==> src/hdl/rbw_pkg.sv <==
// Package for the RGB888 to BGR565 window writer.
// Holds the word types, register indexes, word phase codes and color masks.
// No dependencies.
`default_nettype none

package rbw_pkg;

  localparam int unsigned COORD_W = 9;
  localparam int unsigned WORD_W  = 16;
  localparam int unsigned COUNT_W = 19;

  localparam logic [WORD_W-1:0] RED_MASK   = 16'h001F;
  localparam logic [WORD_W-1:0] GREEN_MASK = 16'h07E0;
  localparam logic [WORD_W-1:0] BLUE_MASK  = 16'hF800;

  localparam logic [COORD_W-1:0] RST_START_X = 9'd0;
  localparam logic [COORD_W-1:0] RST_START_Y = 9'd0;
  localparam logic [COORD_W-1:0] RST_END_X   = 9'd239;
  localparam logic [COORD_W-1:0] RST_END_Y   = 9'd319;

  typedef enum logic [1:0] {
    REG_WIN_START_X = 2'd0,
    REG_WIN_START_Y = 2'd1,
    REG_WIN_END_X   = 2'd2,
    REG_WIN_END_Y   = 2'd3
  } cfg_idx_t;

  typedef enum logic [1:0] {
    PH_FIRST  = 2'd0,
    PH_SECOND = 2'd1,
    PH_THIRD  = 2'd2
  } word_phase_t;

  typedef struct packed {
    logic [WORD_W-1:0] pic_word;
    logic              frame_start;
  } in_word_t;

  typedef struct packed {
    logic [COORD_W-1:0] pix_x;
    logic [COORD_W-1:0] pix_y;
    logic [WORD_W-1:0]  pix_color;
    logic               pix_last;
  } out_pix_t;

  typedef struct packed {
    logic [COORD_W-1:0] start_x;
    logic [COORD_W-1:0] start_y;
    logic [COORD_W-1:0] end_x;
    logic [COORD_W-1:0] end_y;
    logic [COUNT_W-1:0] total;
  } win_cfg_t;

  // Pixel count of a window rounded down to even; zero for a reversed window.
  function automatic logic [COUNT_W-1:0] pixel_total(
    input logic [COORD_W-1:0] sx,
    input logic [COORD_W-1:0] sy,
    input logic [COORD_W-1:0] ex,
    input logic [COORD_W-1:0] ey
  );
    logic [COORD_W:0]     w;
    logic [COORD_W:0]     h;
    logic [2*COORD_W+1:0] prod;
    begin
      w    = {1'b0, ex} - {1'b0, sx} + {{COORD_W{1'b0}}, 1'b1};
      h    = {1'b0, ey} - {1'b0, sy} + {{COORD_W{1'b0}}, 1'b1};
      prod = w * h;
      if ((ex < sx) || (ey < sy)) begin
        pixel_total = '0;
      end else begin
        pixel_total = {prod[COUNT_W-1:1], 1'b0};
      end
    end
  endfunction

endpackage

`default_nettype wire

==> src/hdl/rgb888_to_bgr565_window_writer.sv <==
// Top level of the RGB888 to BGR565 window writer.
// Depends on rbw_pkg, rbw_cfg, rbw_core and rbw_out_reg.
//
// Usage: the input channel (in_valid, in_stall, in_data) carries one 16-bit
// word of a little-endian RGB888 byte stream per transfer, plus a frame_start
// flag that restarts the picture before that word is used. Every group of
// three words yields two BGR565 pixels on the output channel (out_valid,
// out_stall, out_data), each with its window column and row. Rows advance
// first; past the window's last row the column advances and the row reloads.
// The final pixel of a picture carries pix_last, and once the even pixel total
// of the window has been sent, further words are taken and dropped until the
// next frame_start.
// The configuration channel (cfg_valid, cfg_ready, cfg_index, cfg_wdata)
// writes the four window registers; cfg_ready is always high. Write it only
// while no word is in flight.
// A pixel is in the output register the cycle after its word is taken.
// Throughput is one word per cycle while not stalled, set by the single
// output register. When the receiver stalls with a pixel waiting, in_stall is
// raised in the same cycle and the pixel holds. Synchronous reset clears the
// word phase, position, count and output valid, and loads the default window.
`default_nettype none

module rgb888_to_bgr565_window_writer
  import rbw_pkg::*;
(
  input  wire logic               clk,
  input  wire logic               rst_n,
  input  wire logic               in_valid,
  output logic                    in_stall,
  input  wire in_word_t           in_data,
  output logic                    out_valid,
  input  wire logic               out_stall,
  output out_pix_t                out_data,
  input  wire logic               cfg_valid,
  output logic                    cfg_ready,
  input  wire logic [1:0]         cfg_index,
  input  wire logic [COORD_W-1:0] cfg_wdata
);

  win_cfg_t win;
  logic     accept;
  logic     pix_emit;
  out_pix_t pix;
  logic     full_stalled;

  // A word is taken whenever the output register is empty or draining.
  assign in_stall = full_stalled;
  assign accept   = in_valid && !in_stall;

  rbw_cfg u_cfg (
    .clk       (clk),
    .rst_n     (rst_n),
    .cfg_valid (cfg_valid),
    .cfg_ready (cfg_ready),
    .cfg_index (cfg_index),
    .cfg_wdata (cfg_wdata),
    .win       (win)
  );

  rbw_core u_core (
    .clk      (clk),
    .rst_n    (rst_n),
    .accept   (accept),
    .in_data  (in_data),
    .win      (win),
    .pix_emit (pix_emit),
    .pix      (pix)
  );

  rbw_out_reg u_out (
    .clk          (clk),
    .rst_n        (rst_n),
    .load         (accept && pix_emit),
    .load_pix     (pix),
    .full_stalled (full_stalled),
    .out_valid    (out_valid),
    .out_stall    (out_stall),
    .out_data     (out_data)
  );

endmodule

`default_nettype wire

==> src/hdl/rbw_cfg.sv <==
// Window registers and the even pixel total of the window.
// Depends on rbw_pkg.
`default_nettype none

module rbw_cfg
  import rbw_pkg::*;
(
  input  wire logic               clk,
  input  wire logic               rst_n,
  input  wire logic               cfg_valid,
  output logic                    cfg_ready,
  input  wire logic [1:0]         cfg_index,
  input  wire logic [COORD_W-1:0] cfg_wdata,
  output win_cfg_t                win
);

  logic [COORD_W-1:0] start_x_r, start_x_nxt;
  logic [COORD_W-1:0] start_y_r, start_y_nxt;
  logic [COORD_W-1:0] end_x_r, end_x_nxt;
  logic [COORD_W-1:0] end_y_r, end_y_nxt;
  logic [COUNT_W-1:0] total_r, total_nxt;
  cfg_idx_t           idx;

  assign cfg_ready = 1'b1;
  assign idx       = cfg_idx_t'(cfg_index);

  always_comb begin
    start_x_nxt = start_x_r;
    start_y_nxt = start_y_r;
    end_x_nxt   = end_x_r;
    end_y_nxt   = end_y_r;
    if (cfg_valid && cfg_ready) begin
      unique case (idx)
        REG_WIN_START_X: start_x_nxt = cfg_wdata;
        REG_WIN_START_Y: start_y_nxt = cfg_wdata;
        REG_WIN_END_X:   end_x_nxt   = cfg_wdata;
        REG_WIN_END_Y:   end_y_nxt   = cfg_wdata;
        default:         start_x_nxt = start_x_r;
      endcase
    end
    // The total is kept in step with the registers so it is valid the cycle after a write.
    total_nxt = pixel_total(start_x_nxt, start_y_nxt, end_x_nxt, end_y_nxt);
  end

  always_ff @(posedge clk) begin
    if (!rst_n) begin
      start_x_r <= RST_START_X;
      start_y_r <= RST_START_Y;
      end_x_r   <= RST_END_X;
      end_y_r   <= RST_END_Y;
      total_r   <= pixel_total(RST_START_X, RST_START_Y, RST_END_X, RST_END_Y);
    end else begin
      start_x_r <= start_x_nxt;
      start_y_r <= start_y_nxt;
      end_x_r   <= end_x_nxt;
      end_y_r   <= end_y_nxt;
      total_r   <= total_nxt;
    end
  end

  assign win.start_x = start_x_r;
  assign win.start_y = start_y_r;
  assign win.end_x   = end_x_r;
  assign win.end_y   = end_y_r;
  assign win.total   = total_r;

endmodule

`default_nettype wire

==> src/hdl/rbw_core.sv <==
// Word unpacking, color repacking and window walk for each accepted word.
// Depends on rbw_pkg.
`default_nettype none

module rbw_core
  import rbw_pkg::*;
(
  input  wire logic     clk,
  input  wire logic     rst_n,
  input  wire logic     accept,
  input  wire in_word_t in_data,
  input  wire win_cfg_t win,
  output logic          pix_emit,
  output out_pix_t      pix
);

  word_phase_t        phase_r, phase_nxt, phase_eff;
  logic [WORD_W-1:0]  held1_r, held1_nxt;
  logic [WORD_W-1:0]  held2_r, held2_nxt;
  logic [COORD_W-1:0] col_r, col_nxt, col_eff;
  logic [COORD_W-1:0] row_r, row_nxt, row_eff, row_inc;
  logic [COUNT_W-1:0] sent_r, sent_nxt, sent_eff, sent_inc;
  logic               done;
  logic [WORD_W-1:0]  word;

  always_comb begin
    word      = in_data.pic_word;
    phase_eff = in_data.frame_start ? PH_FIRST : phase_r;
    col_eff   = in_data.frame_start ? win.start_x : col_r;
    row_eff   = in_data.frame_start ? win.start_y : row_r;
    sent_eff  = in_data.frame_start ? '0 : sent_r;
    done      = (sent_eff >= win.total);
    sent_inc  = sent_eff + {{(COUNT_W-1){1'b0}}, 1'b1};
    row_inc   = row_eff + {{(COORD_W-1){1'b0}}, 1'b1};

    phase_nxt     = phase_eff;
    held1_nxt     = held1_r;
    held2_nxt     = held2_r;
    col_nxt       = col_eff;
    row_nxt       = row_eff;
    sent_nxt      = sent_eff;
    pix_emit      = 1'b0;
    pix.pix_x     = col_eff;
    pix.pix_y     = row_eff;
    pix.pix_last  = (sent_inc == win.total);
    pix.pix_color = '0;

    if (!done) begin
      unique case (phase_eff)
        PH_SECOND: begin
          held2_nxt     = word;
          phase_nxt     = PH_THIRD;
          pix_emit      = 1'b1;
          pix.pix_color = ((held1_r >> 3) & RED_MASK) | ((held1_r >> 5) & GREEN_MASK)
                        | ((word << 8) & BLUE_MASK);
        end
        PH_THIRD: begin
          phase_nxt     = PH_FIRST;
          pix_emit      = 1'b1;
          pix.pix_color = ((held2_r >> 11) & RED_MASK) | ((word << 3) & GREEN_MASK)
                        | (word & BLUE_MASK);
        end
        default: begin
          // The unused phase code behaves as the first word of a group.
          held1_nxt = word;
          phase_nxt = PH_SECOND;
        end
      endcase
    end

    if (pix_emit) begin
      sent_nxt = sent_inc;
      if (row_inc > win.end_y) begin
        col_nxt = col_eff + {{(COORD_W-1){1'b0}}, 1'b1};
        row_nxt = win.start_y;
      end else begin
        row_nxt = row_inc;
      end
    end
  end

  always_ff @(posedge clk) begin
    if (!rst_n) begin
      phase_r <= PH_FIRST;
      held1_r <= '0;
      held2_r <= '0;
      col_r   <= '0;
      row_r   <= '0;
      sent_r  <= '0;
    end else if (accept) begin
      phase_r <= phase_nxt;
      held1_r <= held1_nxt;
      held2_r <= held2_nxt;
      col_r   <= col_nxt;
      row_r   <= row_nxt;
      sent_r  <= sent_nxt;
    end
  end

endmodule

`default_nettype wire

==> src/hdl/rbw_out_reg.sv <==
// Result register between the pixel logic and the output channel.
// Depends on rbw_pkg.
`default_nettype none

module rbw_out_reg
  import rbw_pkg::*;
(
  input  wire logic     clk,
  input  wire logic     rst_n,
  input  wire logic     load,
  input  wire out_pix_t load_pix,
  output logic          full_stalled,
  output logic          out_valid,
  input  wire logic     out_stall,
  output out_pix_t      out_data
);

  logic     valid_r, valid_nxt;
  out_pix_t data_r;

  assign full_stalled = valid_r && out_stall;

  always_comb begin
    if (load) begin
      valid_nxt = 1'b1;
    end else if (!out_stall) begin
      valid_nxt = 1'b0;
    end else begin
      valid_nxt = valid_r;
    end
  end

  always_ff @(posedge clk) begin
    if (!rst_n) begin
      valid_r <= 1'b0;
    end else begin
      valid_r <= valid_nxt;
    end
  end

  always_ff @(posedge clk) begin
    if (load) begin
      data_r <= load_pix;
    end
  end

  assign out_valid = valid_r;
  assign out_data  = data_r;

endmodule

`default_nettype wire
==> config.mk <==
export PLATFORM = sky130hd
export DESIGN_NAME = rgb888_to_bgr565_window_writer
export DESIGN_NICKNAME = d
export VERILOG_FILES = /design/src/hdl/rbw_pkg.sv /design/src/hdl/rgb888_to_bgr565_window_writer.sv /design/src/hdl/rbw_cfg.sv /design/src/hdl/rbw_core.sv /design/src/hdl/rbw_out_reg.sv
export SDC_FILE = /design/constraint.sdc
export NUM_CORES = 1
export LEC_CHECK = 0
export ABC_AREA = 1
export BUFFER_PORTS_ARGS = -buffer_cell sky130_fd_sc_hd__clkbuf_2
export CAP_MARGIN = 40
export CORE_ASPECT_RATIO = 1.1
export CORE_UTILIZATION = 60
export CTS_BUF_LIST = sky130_fd_sc_hd__clkbuf_2
export CTS_CLUSTER_DIAMETER = 30
export CTS_CLUSTER_SIZE = 10
export DETAILED_ROUTE_END_ITERATION = 10
export GPL_ROUTABILITY_DRIVEN = 1
export PLACE_DENSITY = 0.79
export SYNTH_ARGS = -nofsm -noshare
export SYNTH_HDL_FRONTEND = slang
export SYNTH_SLANG_ARGS = --single-unit
==> constraint.sdc <==
create_clock -name clk -period 19.2 [get_ports clk]
set_input_delay 1.92 -clock clk [delete_from_list [all_inputs] [get_ports clk]]
set_output_delay 1.92 -clock clk [all_outputs]
set_load 0.02 [all_outputs]
==> results.md <==
* Status: completed
* Post-layout nets at 1937
* Setup Buffers After CTS at 0
* Share of cells above drive strength 1 at 8.69%
* Cells after synthesis at 1671
* First-pass GRT wire length at 47.6 mm
* Synth Net Count at 1895
* Max Fclk at 111 MHz
* Largest family of logic cells by synthesized area: simple AND/OR/NAND/NOR gates
* Synth Area in XOR/XNOR at 2.97%
* Period utilization at 46.7%
* Via count at 10700
* Ports at 71
* Pin slew with the least headroom to its limit at 0.833 ns
* Critical path type: in -> reg
* CP startpoint kind: primary input
* Commonest non-fill, non-tap cells in the layout: nand2_1, inv_1, nor2_1
* Post-synth EDFFs at 35
* Initial antenna violation count at 1
* Routed wire length per instance at 14.3 um
* Root Driver: clkbuf_2
* Cts repair resizes at 0
* Max Cap Viol at 0
* Fillers at 1778
* CP Capture Type: register
* Multiplexer area fraction after synthesis at 0%
* Core Area at 19900 um^2
* GP Congestion at 0.938
* Hold Vio Cnt, Final at 0
* Largest net degree at the start of global routing at 66
* Full die area at 20900 um^2
* Synth cell types at 49
* Die H at 152 um
* HPWL after DPL at 22.0 mm
* Data arrival, critical path at 9.56 ns
* RSZ-0062 raised after global routing: false
* Vias in the first global route at 10300
* Synth Area in Compound Gates at 10.4%
* Final instance area at 12900 um^2
* YS warnings at 0
* Final setup vio count at 0
* Critical path data required time at 19.79 ns
* Hold buffer count at CTS at 0
* Clock Tree Buf Depth at 2
* Mapped Area at 12200 um^2
* Skew-Pair Late Insertion Delay at 0.69 ns
* Seq/Total Area, Yosys at 26.6%
* Total CTS buffers at 17
* HP Class: reg -> reg
* DRC viols at 0
* Area of the multi-input gates at 7590 um^2
* Setup Skew at 0.0443 ns
* Crit-path slowest cell: xor2_1
* CTS tree: done
* Core Util, Final at 65.2%
* Detail Route Antenna Nets at 0
* Area grow syn2layout at 6.05%
* Placement Rows at 54
* Total Routing Usage GR at 28.0%
* Adder-cell share of the synthesized area at 23.8%
* H-tree levels at 4
* Period minus WS final at 8.98 ns
* Area after DPL at 12700 um^2
* Asr flop ratio synth at 0%
* Worst-path clk slew at 0.23 ns
* CP Max Fanout at 18
* Ys flop type: dfxtp_1
* Initial Utilization at 61.5%
* Drt first pass iters at 5
* Overall die width at 138 um
* Max incr delay on CP at 0.58 ns
* Most common cell after layout, fill and taps aside: nand2_1
* Clock sinks at 145
* Syn_area_per_cell at 7.31 um^2
* Cell mode on critical path: nand2_1
* Seq cells post-synth at 145
* IO buf count at 65
* Gr ovfl total at 0
* Detailed Route Iter0 Violations at 784
* Final TNS setup at 0 ns
* Vias/cell at 5.41
* Storage cell area at 3250 um^2
* DRT Wirelength at 28.4 mm
* Slew headroom at 44.4%
* Post-Synth Simple-Gate Area at 25.0%
* Slew Limit Fails at 0
[layout make-up]
| cell class | count | share of cell area (%) |
|---|---|---|
| Clock buffer | 17 | 0.657 |
| Sequential cell | 145 | 25.1 |
| Tap cell | 252 | 2.44 |
| Multi-Input combinational cell | 1182 | 58.7 |
| Antenna cell | 1 | 0.0193 |
| Timing Repair Buffer | 69 | 2.84 |
| Clock inverter | 15 | 1.58 |
| Inverter | 298 | 8.68 |
[worst paths after layout]
path,end,slack [ns],startpoint,depth (start not counted)
max reg2reg,u_cfg.total_r[15],11.75,u_cfg.start_y_r[3],32
min reg2reg,u_core.row_r[8],0.48,u_core.row_r[8],2
max,u_cfg.total_r[15],10.22,cfg_valid,34
min,u_core.row_r[8],0.48,u_core.row_r[8],2
[sequential cells by signal, summed over array words and instances (netlist names)]
| name | count |
|---|---|
| u_cfg.end_x_r | 9 |
| u_cfg.end_y_r | 9 |
| u_cfg.start_x_r | 9 |
| u_cfg.start_y_r | 9 |
| u_cfg.total_r | 18 |
| u_core.col_r | 9 |
| u_core.held1_r | 11 |
| u_core.held2_r | 5 |
| u_core.phase_r | 2 |
| u_core.row_r | 9 |
| u_core.sent_r | 19 |
| u_out.out_data | 35 |
| u_out.out_valid | 1 |
[synthesized netlist by cell type (all sizes together), types with 4 or more instances]
cell | n | share of area (%)
xnor2 | 6 | 0.43
or2 | 14 | 0.72
nand3 | 93 | 4.0
o21ai | 102 | 4.4
ha | 122 | 13
nand4 | 20 | 1.1
buf | 16 | 1.0
clkbuf | 30 | 0.92
dfxtp | 110 | 18
o211ai | 4 | 0.25
a21o | 5 | 0.31
inv | 297 | 9.2
nor3 | 12 | 0.67
fa | 69 | 11
edfxtp | 35 | 8.6
xor2 | 32 | 2.4
a21oi | 102 | 4.2
o21a | 7 | 0.43
nand2 | 405 | 13
nor2 | 171 | 5.7
a221oi | 4 | 0.29
[stage by stage]
stage	setup WS (ns)	hold WS, ns	std cells
2_1_floorplan	10.83	0.439	1671
3_3_place_gp	9.80	0.448	1945
3_5_place_dp	9.67	0.455	1946
4_1_cts	10.35	0.480	1978
5_1_grt	9.72	0.495	1979
6_report	10.22	0.482	1979
[cells by family (layout without fill, tap and decap cells)]
family | after synthesis | after routing
AND/OR/NAND/NOR | 719 | 719
buffers and inverters | 344 | 399
AO/OA/AOI/OAI | 232 | 232
adder cells (fa/ha/maj) | 191 | 191
flip-flops | 145 | 145
XOR/XNOR | 39 | 39
other | 1 | 2
[critical path, delay by kind of cell]
kind / cells / cell delay [ns]
simple gates: 11 / 1.57
xor+xnor: 1 / 0.58
compound gates: 7 / 1.32
buf+inv: 7 / 0.57
fa+ha+maj: 8 / 3.60
[per-layer routing]
layer  vias up  part of all wire, %  global-route usage, %
li1       5347                    -                      -
met1      4995                   44                   35.4
met2       303                   49                   50.0
met3        61                  4.5                   2.73
met4         0                  2.5                   10.4
met5         -                    0                      0
Power is not shown: default switching activity piles up to over one toggle a cycle in this logic, so the estimate is an artifact.
